--- src/hdl/chunk_request_window_scheduler_unit_macros.svh ---
// Assertion macros for the chunk request window scheduler.
`ifndef CHUNK_REQUEST_WINDOW_SCHEDULER_UNIT_MACROS_SVH
`define CHUNK_REQUEST_WINDOW_SCHEDULER_UNIT_MACROS_SVH
`ifndef SYNTH
`define CRWS_AST_IMP(lbl, clk, rst_n, ante, cons, msg) \
    lbl: assert property (@(posedge clk) disable iff (!rst_n) (ante) |-> (cons)) else $error(msg);
`define CRWS_AST_NXT(lbl, clk, rst_n, ante, cons, msg) \
    lbl: assert property (@(posedge clk) disable iff (!rst_n) (ante) |=> (cons)) else $error(msg);
`else
`define CRWS_AST_IMP(lbl, clk, rst_n, ante, cons, msg)
`define CRWS_AST_NXT(lbl, clk, rst_n, ante, cons, msg)
`endif
`endif

--- src/hdl/crws_pkg.sv ---
// Types and codes shared by the chunk request window scheduler modules.
package crws_pkg;

    localparam logic [2:0] MODE_START    = 3'd0;
    localparam logic [2:0] MODE_NEXT     = 3'd1;
    localparam logic [2:0] MODE_COMPLETE = 3'd2;
    localparam logic [2:0] MODE_CHECK    = 3'd3;
    localparam logic [2:0] MODE_UNISSUE  = 3'd4;
    localparam logic [2:0] MODE_CANCEL   = 3'd5;

    localparam logic [2:0] ST_OK        = 3'd0;
    localparam logic [2:0] ST_REJECTED  = 3'd1;
    localparam logic [2:0] ST_REQUEST   = 3'd2;
    localparam logic [2:0] ST_WAIT      = 3'd3;
    localparam logic [2:0] ST_COMPLETE  = 3'd4;
    localparam logic [2:0] ST_EXHAUSTED = 3'd5;
    localparam logic [2:0] ST_CANCELLED = 3'd6;
    localparam logic [2:0] ST_INVALID   = 3'd7;

    localparam logic [1:0] REG_NUM_CHUNKS   = 2'd0;
    localparam logic [1:0] REG_FIRST_ID     = 2'd1;
    localparam logic [1:0] REG_TIMEOUT      = 2'd2;
    localparam logic [1:0] REG_MAX_ATTEMPTS = 2'd3;

    typedef struct packed {
        logic [2:0]  mode;
        logic [63:0] now_ms;
        logic [9:0]  chunk_sel;
        logic [63:0] req_tag;
    } t_in;

    typedef struct packed {
        logic [2:0]  status;
        logic [63:0] issued_tag;
        logic [63:0] due_ms;
        logic [9:0]  issued_chunk;
        logic [7:0]  attempt_number;
    } t_out;

    typedef enum logic [4:0] {
        OP_NONE, OP_LOAD, OP_START_INIT, OP_CLR_ALL, OP_CANCEL_INIT, OP_CLR_INFL,
        OP_RST_IDX, OP_SLOT_RD, OP_EXP_CHK, OP_SCAN_RD, OP_CHUNK_RD, OP_CIDX_INC,
        OP_SIDX_INC, OP_ISSUE, OP_CMP_RD, OP_CMP_MARK, OP_CMP_CHK, OP_UNI_HIT,
        OP_UNI_DO, OP_RESULT
    } t_op;

    typedef struct packed {
        t_op        op;
        logic [2:0] status;
    } t_cmd;

    typedef struct packed {
        logic [2:0] mode;
        logic start_ok;
        logic next_invalid;
        logic cancelled;
        logic cmp_ok;
        logic chk_ok;
        logic uni_ok;
        logic all_held;
        logic window_full;
        logic cand;
        logic visits_done;
        logic exh;
        logic cidx_last;
        logic clr_last;
        logic sidx_last;
        logic slot_valid;
        logic chk_hit;
        logic uni_hit;
        logic att_zero;
        logic overflow;
    } t_stat;

    typedef enum logic [4:0] {
        S_IDLE, S_DISP, S_CLR_ALL, S_CLR_INFL, S_DONE_OK, S_EXP_RD, S_EXP_CHK,
        S_NEXT_DEC, S_SCAN_RD, S_SCAN_CHK, S_EXH_RD, S_EXH_CHK, S_ISSUE_CHK,
        S_FREE, S_CMP_MARK, S_CMP_RD, S_CMP_CHK, S_CHK_RD, S_CHK_CHK, S_UNI_RD,
        S_UNI_CHK, S_UNI_DO
    } t_state;

endpackage

--- src/hdl/crws_ctrl.sv ---
// Sequencing state machine of the chunk request window scheduler.
module crws_ctrl (
    input  logic            i_clk,
    input  logic            i_rst_n,
    input  logic            start,
    input  crws_pkg::t_stat i_stat,
    output logic            busy,
    output crws_pkg::t_cmd  o_cmd
);

    crws_pkg::t_state r_state, n_state;

    always_ff @(posedge i_clk) begin
        if (!i_rst_n) begin
            r_state <= crws_pkg::S_IDLE;
        end else begin
            r_state <= n_state;
        end
    end

    assign busy = (r_state != crws_pkg::S_IDLE);

    // next state
    always_comb begin
        n_state = r_state;
        unique case (r_state)
            crws_pkg::S_IDLE: begin
                if (start) n_state = crws_pkg::S_DISP;
            end
            crws_pkg::S_DISP: begin
                n_state = crws_pkg::S_IDLE;
                case (i_stat.mode)
                    crws_pkg::MODE_START: begin
                        if (i_stat.start_ok) n_state = crws_pkg::S_CLR_ALL;
                    end
                    crws_pkg::MODE_NEXT: begin
                        if (!i_stat.next_invalid && !i_stat.cancelled)
                            n_state = crws_pkg::S_EXP_RD;
                    end
                    crws_pkg::MODE_COMPLETE: begin
                        if (i_stat.cmp_ok) n_state = crws_pkg::S_CMP_MARK;
                    end
                    crws_pkg::MODE_CHECK: begin
                        if (i_stat.chk_ok) n_state = crws_pkg::S_CHK_RD;
                    end
                    crws_pkg::MODE_UNISSUE: begin
                        if (i_stat.uni_ok) n_state = crws_pkg::S_UNI_RD;
                    end
                    crws_pkg::MODE_CANCEL: n_state = crws_pkg::S_CLR_INFL;
                    default: n_state = crws_pkg::S_IDLE;
                endcase
            end
            crws_pkg::S_CLR_ALL: begin
                if (i_stat.clr_last) n_state = crws_pkg::S_DONE_OK;
            end
            crws_pkg::S_CLR_INFL: begin
                if (i_stat.clr_last) n_state = crws_pkg::S_DONE_OK;
            end
            crws_pkg::S_DONE_OK: n_state = crws_pkg::S_IDLE;
            crws_pkg::S_EXP_RD:  n_state = crws_pkg::S_EXP_CHK;
            crws_pkg::S_EXP_CHK: begin
                n_state = i_stat.sidx_last ? crws_pkg::S_NEXT_DEC : crws_pkg::S_EXP_RD;
            end
            crws_pkg::S_NEXT_DEC: begin
                if (i_stat.all_held || i_stat.window_full) n_state = crws_pkg::S_IDLE;
                else n_state = crws_pkg::S_SCAN_RD;
            end
            crws_pkg::S_SCAN_RD: n_state = crws_pkg::S_SCAN_CHK;
            crws_pkg::S_SCAN_CHK: begin
                if (i_stat.cand) n_state = crws_pkg::S_ISSUE_CHK;
                else if (i_stat.visits_done) n_state = crws_pkg::S_EXH_RD;
                else n_state = crws_pkg::S_SCAN_RD;
            end
            crws_pkg::S_EXH_RD: n_state = crws_pkg::S_EXH_CHK;
            crws_pkg::S_EXH_CHK: begin
                if (i_stat.exh || i_stat.cidx_last) n_state = crws_pkg::S_IDLE;
                else n_state = crws_pkg::S_EXH_RD;
            end
            crws_pkg::S_ISSUE_CHK: begin
                n_state = i_stat.overflow ? crws_pkg::S_IDLE : crws_pkg::S_FREE;
            end
            crws_pkg::S_FREE: begin
                if (!i_stat.slot_valid || i_stat.sidx_last) n_state = crws_pkg::S_IDLE;
            end
            crws_pkg::S_CMP_MARK: n_state = crws_pkg::S_CMP_RD;
            crws_pkg::S_CMP_RD:   n_state = crws_pkg::S_CMP_CHK;
            crws_pkg::S_CMP_CHK: begin
                n_state = i_stat.sidx_last ? crws_pkg::S_DONE_OK : crws_pkg::S_CMP_RD;
            end
            crws_pkg::S_CHK_RD: n_state = crws_pkg::S_CHK_CHK;
            crws_pkg::S_CHK_CHK: begin
                if (i_stat.chk_hit || i_stat.sidx_last) n_state = crws_pkg::S_IDLE;
                else n_state = crws_pkg::S_CHK_RD;
            end
            crws_pkg::S_UNI_RD: n_state = crws_pkg::S_UNI_CHK;
            crws_pkg::S_UNI_CHK: begin
                if (i_stat.uni_hit) n_state = crws_pkg::S_UNI_DO;
                else if (i_stat.sidx_last) n_state = crws_pkg::S_IDLE;
                else n_state = crws_pkg::S_UNI_RD;
            end
            crws_pkg::S_UNI_DO: begin
                n_state = i_stat.att_zero ? crws_pkg::S_IDLE : crws_pkg::S_DONE_OK;
            end
            default: n_state = crws_pkg::S_IDLE;
        endcase
    end

    // commands
    always_comb begin
        o_cmd.op     = crws_pkg::OP_NONE;
        o_cmd.status = crws_pkg::ST_REJECTED;
        unique case (r_state)
            crws_pkg::S_IDLE: begin
                if (start) o_cmd.op = crws_pkg::OP_LOAD;
            end
            crws_pkg::S_DISP: begin
                o_cmd.op = crws_pkg::OP_RESULT;
                case (i_stat.mode)
                    crws_pkg::MODE_START: begin
                        if (i_stat.start_ok) o_cmd.op = crws_pkg::OP_START_INIT;
                    end
                    crws_pkg::MODE_NEXT: begin
                        if (i_stat.next_invalid) o_cmd.status = crws_pkg::ST_INVALID;
                        else if (i_stat.cancelled) o_cmd.status = crws_pkg::ST_CANCELLED;
                        else o_cmd.op = crws_pkg::OP_RST_IDX;
                    end
                    crws_pkg::MODE_COMPLETE: begin
                        if (i_stat.cmp_ok) o_cmd.op = crws_pkg::OP_CMP_RD;
                    end
                    crws_pkg::MODE_CHECK: begin
                        if (i_stat.chk_ok) o_cmd.op = crws_pkg::OP_RST_IDX;
                    end
                    crws_pkg::MODE_UNISSUE: begin
                        if (i_stat.uni_ok) o_cmd.op = crws_pkg::OP_RST_IDX;
                    end
                    crws_pkg::MODE_CANCEL: o_cmd.op = crws_pkg::OP_CANCEL_INIT;
                    default: o_cmd.op = crws_pkg::OP_RESULT;
                endcase
            end
            crws_pkg::S_CLR_ALL:  o_cmd.op = crws_pkg::OP_CLR_ALL;
            crws_pkg::S_CLR_INFL: o_cmd.op = crws_pkg::OP_CLR_INFL;
            crws_pkg::S_DONE_OK: begin
                o_cmd.op     = crws_pkg::OP_RESULT;
                o_cmd.status = crws_pkg::ST_OK;
            end
            crws_pkg::S_EXP_RD:  o_cmd.op = crws_pkg::OP_SLOT_RD;
            crws_pkg::S_EXP_CHK: o_cmd.op = crws_pkg::OP_EXP_CHK;
            crws_pkg::S_NEXT_DEC: begin
                if (i_stat.all_held) begin
                    o_cmd.op     = crws_pkg::OP_RESULT;
                    o_cmd.status = crws_pkg::ST_COMPLETE;
                end else if (i_stat.window_full) begin
                    o_cmd.op     = crws_pkg::OP_RESULT;
                    o_cmd.status = crws_pkg::ST_WAIT;
                end else begin
                    o_cmd.op = crws_pkg::OP_RST_IDX;
                end
            end
            crws_pkg::S_SCAN_RD: o_cmd.op = crws_pkg::OP_SCAN_RD;
            crws_pkg::S_SCAN_CHK: begin
                if (!i_stat.cand && i_stat.visits_done) o_cmd.op = crws_pkg::OP_RST_IDX;
            end
            crws_pkg::S_EXH_RD: o_cmd.op = crws_pkg::OP_CHUNK_RD;
            crws_pkg::S_EXH_CHK: begin
                if (i_stat.exh) begin
                    o_cmd.op     = crws_pkg::OP_RESULT;
                    o_cmd.status = crws_pkg::ST_EXHAUSTED;
                end else if (i_stat.cidx_last) begin
                    o_cmd.op     = crws_pkg::OP_RESULT;
                    o_cmd.status = crws_pkg::ST_WAIT;
                end else begin
                    o_cmd.op = crws_pkg::OP_CIDX_INC;
                end
            end
            crws_pkg::S_ISSUE_CHK: begin
                if (i_stat.overflow) begin
                    o_cmd.op     = crws_pkg::OP_RESULT;
                    o_cmd.status = crws_pkg::ST_INVALID;
                end else begin
                    o_cmd.op = crws_pkg::OP_RST_IDX;
                end
            end
            crws_pkg::S_FREE: begin
                if (!i_stat.slot_valid) begin
                    o_cmd.op = crws_pkg::OP_ISSUE;
                end else if (i_stat.sidx_last) begin
                    o_cmd.op     = crws_pkg::OP_RESULT;
                    o_cmd.status = crws_pkg::ST_INVALID;
                end else begin
                    o_cmd.op = crws_pkg::OP_SIDX_INC;
                end
            end
            crws_pkg::S_CMP_MARK: o_cmd.op = crws_pkg::OP_CMP_MARK;
            crws_pkg::S_CMP_RD:   o_cmd.op = crws_pkg::OP_SLOT_RD;
            crws_pkg::S_CMP_CHK:  o_cmd.op = crws_pkg::OP_CMP_CHK;
            crws_pkg::S_CHK_RD:   o_cmd.op = crws_pkg::OP_SLOT_RD;
            crws_pkg::S_CHK_CHK: begin
                if (i_stat.chk_hit) begin
                    o_cmd.op     = crws_pkg::OP_RESULT;
                    o_cmd.status = crws_pkg::ST_OK;
                end else if (i_stat.sidx_last) begin
                    o_cmd.op = crws_pkg::OP_RESULT;
                end else begin
                    o_cmd.op = crws_pkg::OP_SIDX_INC;
                end
            end
            crws_pkg::S_UNI_RD: o_cmd.op = crws_pkg::OP_SLOT_RD;
            crws_pkg::S_UNI_CHK: begin
                if (i_stat.uni_hit) o_cmd.op = crws_pkg::OP_UNI_HIT;
                else if (i_stat.sidx_last) o_cmd.op = crws_pkg::OP_RESULT;
                else o_cmd.op = crws_pkg::OP_SIDX_INC;
            end
            crws_pkg::S_UNI_DO: begin
                o_cmd.op = i_stat.att_zero ? crws_pkg::OP_RESULT : crws_pkg::OP_UNI_DO;
            end
            default: o_cmd.op = crws_pkg::OP_NONE;
        endcase
    end

endmodule

--- config.mk ---
export PLATFORM = sky130hd
export DESIGN_NAME = crws_ctrl
export DESIGN_NICKNAME = d
export VERILOG_FILES = /design/src/hdl/chunk_request_window_scheduler_unit_macros.svh /design/src/hdl/crws_pkg.sv /design/src/hdl/crws_ctrl.sv
export SDC_FILE = /design/constraint.sdc
export NUM_CORES = 1
export LEC_CHECK = 0
export ABC_AREA = 1
export BUFFER_PORTS_ARGS = -buffer_cell sky130_fd_sc_hd__buf_2
export CORE_MARGIN = 2
export CORE_UTILIZATION = 35
export CTS_BUF_LIST = sky130_fd_sc_hd__clkbuf_16
export DETAILED_ROUTE_END_ITERATION = 12
export PLACE_DENSITY_LB_ADDON = 0.1
export SETUP_SLACK_MARGIN = 0.5
export SYNTH_ARGS = -nofsm -noshare
export SYNTH_HDL_FRONTEND = slang
export SYNTH_SLANG_ARGS = --single-unit
--- constraint.sdc ---
create_clock -name i_clk -period 3.7 [get_ports i_clk]
set_clock_uncertainty 0.1 [all_clocks]
set_input_delay 0.37 -clock i_clk [delete_from_list [all_inputs] [get_ports i_clk]]
set_output_delay 0.37 -clock i_clk [all_outputs]
set_load 0.1 [all_outputs]
==> flow_metrics.env <==
export IMPL_met2_usage=0.340
export IMPL_fin_ws_ns=1.09
export IMPL_finalPower_mw=0.740
export IMPL_io_buffers=33
export IMPL_rows=21
export IMPL_die_area_um2=3860
export IMPL_top_register="r_state"
export IMPL_drive_gt1_frac=0.237
export IMPL_finalCritPeriodShare=0.705
export IMPL_final_core_util=0.443
export IMPL_postSynthCellCount=229
export IMPL_post_cts_buffers=0
export IMPL_timing_rr_start="r_state[1]"
export IMPL_tightest_slew_ns=0.493
export IMPL_grt_usage=0.196
export IMPL_arrival_ns=2.14
export IMPL_switching_share=0.589
export IMPL_ios=34
export IMPL_gp_congestion=0.944
export IMPL_rsz0062_at_grt="no"
export IMPL_slew_headroom=0.673
export IMPL_synth_cell_types=29
export IMPL_die_w_um=62.1
export IMPL_cp_data_required_time_ns=3.23
export IMPL_syn_nets=254
export IMPL_drtIter0Drc=74
export IMPL_antenna_cells=0
export IMPL_max_stage_delay_ns=0.59
export IMPL_cts_hold_buf=0
export IMPL_cts_buffers=3
export IMPL_insertion_delay_ns=0.23
export IMPL_synth_area_um2=1180
export IMPL_cp_slowest_cell="dfxtp_1"
export IMPL_largest_reg_flops=5
export IMPL_ys_top_cells_by_area="nand2_1 17%, nor2_1 12%, nand3_1 12%, inv_1 9.2%, dfxtp_1 8.5%"
export IMPL_initial_core_util=0.360
export IMPL_fin_area_um2=1460
export IMPL_power_frac_comb=0.648
export IMPL_place_ws_ns=1.36
export IMPL_drt_pass1_iterations=5
export IMPL_final_hold_viol_count=0
export IMPL_p_leak_nw=0.845
export IMPL_startpoint="r_state[1]"
export IMPL_synth_seq_area_share=0.0847
export IMPL_powerDensity_nw_per_um2=508
export IMPL_postPlaceCellArea_um2=1380
export IMPL_cts_tree="done"
export IMPL_path_clk_slew_ns=0.03
export IMPL_period_needed_ns=2.61
export IMPL_grt_busiest_layer="met2"
export IMPL_largest_registers="r_state: 5 flops"
export IMPL_p_int_mw=0.304
export IMPL_antenna_found_initial=0
export IMPL_met3_usage=0.0290
export IMPL_seqPwrFrac=0.113
export IMPL_min_from="i_rst_n"
export IMPL_avgSynthCellArea_um2=5.16
export IMPL_hp_class="primary input to flop"
export IMPL_nets=288
export IMPL_grt_max_degree=13
export IMPL_p_switching_mw=0.436
export IMPL_synth_top_area_frac=0.168
export IMPL_critPathLaunchType="flop"
export IMPL_timing_hold_ws_ns=0.246
export IMPL_outcome="completed"
export IMPL_cts_root_buffer="clkbuf_16"
export IMPL_peakVddDrop_mv=0.190
export IMPL_synth_seq_cells=5
export IMPL_yosys_warnings=0
export IMPL_crit_chain="nand2_1 -> inv_1 -> nand2_2 -> nor2_4 -> nand2_1 -> o21ai_0 -> nor2_1 -> nand2_1 -> buf_2"
export IMPL_critical_path_buf_inv_count=2
export IMPL_grt_first_pass_wirelength_um=6220
export IMPL_use_met1=0.252
export IMPL_final_setup_tns_ns=0
export IMPL_core_area_um2=3280
export IMPL_h_tree_depth=1
export IMPL_dp_hpwl_um=3150
export IMPL_path_class="flop to primary output"
export IMPL_vias=1542
export IMPL_p_clk_frac=0.239
export IMPL_final_cells=308
export IMPL_cp_common_cell="nand2_1"
export IMPL_first_global_vias=1468
export IMPL_ctsResizeCount=0
export IMPL_totalWireLength_um=3670
export IMPL_grt_overflow=0
export IMPL_clockBufferDepth=2
export IMPL_fmax_mhz=384
export IMPL_die_y_um=62.1
export IMPL_drc=0
export IMPL_path_max_fanout=7
export IMPL_antenna_left=0
export IMPL_dpl_cell_count=304
export IMPL_drv_cap=0
export IMPL_routed_via_density=5.01
export IMPL_worstSetupEndpointType="primary output"
export IMPL_drv_slew=0
export IMPL_cts_sinks=5
export IMPL_setup_viol=0
export IMPL_wl_per_cell_um=11.9
export IMPL_area_growth_pct=23.1
export IMPL_path_delay_family="simple AND/OR/NAND/NOR gates"
export IMPL_synth_top_area_cell="nand2_1"
==> cell usage after synthesis <==
cell	instances
nor3_1	6
a21oi_1	5
o21bai_1	2
nor2_1	39
nand2_1	53
inv_1	29
a21oi_2	1
a211oi_1	2
nand2_2	5
nor2_8	1
buf_4	1
o311a_1	1
a31oi_1	1
o211ai_1	4
nand4_1	8
o21ai_0	5
dfxtp_1	5
buf_2	2
inv_2	9
nand3_1	29
buf_6	1
nor2_2	3
o21ai_2	1
o21ai_1	4
nand3b_1	3
nand3_2	3
o31ai_1	1
nor2_4	3
nor4_1	2
==> power groups by stage <==
stage                     Combinational (mW)  Sequential (mW)  Clock, mW
after global routing                   0.518           0.0864      0.183
after detailed placement               0.479           0.0844          0
after floorplan                        0.419           0.0669          0
final                                  0.479           0.0837      0.176
after CTS                              0.480           0.0839      0.179
after global placement                 0.482           0.0841          0
==> layout make-up <==
cell class,instances,area [um2]
Multi-Input combinational cell,182,911
Clock buffer,3,75.1
Clock inverter,1,3.75
Fill cell,381,1830
Sequential cell,5,100
Tap cell,46,57.6
Inverter,38,143
Timing Repair Buffer,33,165
==> routing by layer <==
| metal | vias to the layer above | share of wire |
|---|---|---|
| li1 | 821 | - |
| met1 | 665 | 0.47 |
| met2 | 48 | 0.47 |
| met3 | 8 | 0.043 |
| met4 | 0 | 0.018 |
| met5 | - | 0 |
==> layout by cell type, fill, tap and decap left out <==
cell type | Yosys | final
nor2_4 | 3 | 3
nand2_2 | 5 | 5
o311a_1 | 1 | 1
dfxtp_1 | 5 | 5
a211oi_1 | 2 | 2
a21oi_1 | 5 | 5
nor2_8 | 1 | 1
nand3b_1 | 3 | 3
buf_2 | 2 | 33
nor2_2 | 3 | 3
nor2_1 | 39 | 39
nand3_2 | 3 | 3
nand2_1 | 53 | 53
o21ai_0 | 5 | 5
o211ai_1 | 4 | 4
o21ai_2 | 1 | 1
inv_2 | 9 | 9
o21bai_1 | 2 | 2
a21oi_2 | 1 | 1
clkbuf_16 | 0 | 3
nor3_1 | 6 | 6
nand3_1 | 29 | 29
nand4_1 | 8 | 8
o21ai_1 | 4 | 4
o31ai_1 | 1 | 1
inv_1 | 29 | 30
a31oi_1 | 1 | 1
nor4_1 | 2 | 2
==> logic make-up after synthesis <==
group           after synthesis  synth area share
flops                         5            0.0847
simple gates                155             0.625
buf+inv                      42             0.145
compound gates               27             0.145
==> path summary, 6_finish.rpt <==
kind | end | cells past startpoint | slack, ns
worst min-delay path | r_state[3] | 3 | 0.25
worst max register to register | r_state[3] | 10 | 1.94
worst min register to register | r_state[0] | 2 | 0.54
worst max-delay path | o_cmd[6] | 9 | 1.09
==> worst register-to-register path: cells and delay by family, from the launching register on <==
| family | cells | cell delay (ns) |
|---|---|---|
| simple gates | 7 | 0.71 |
| flops | 1 | 0.59 |
| buf+inv | 2 | 0.17 |
| compound gates | 1 | 0.14 |
(Power assumes the default switching activity.)
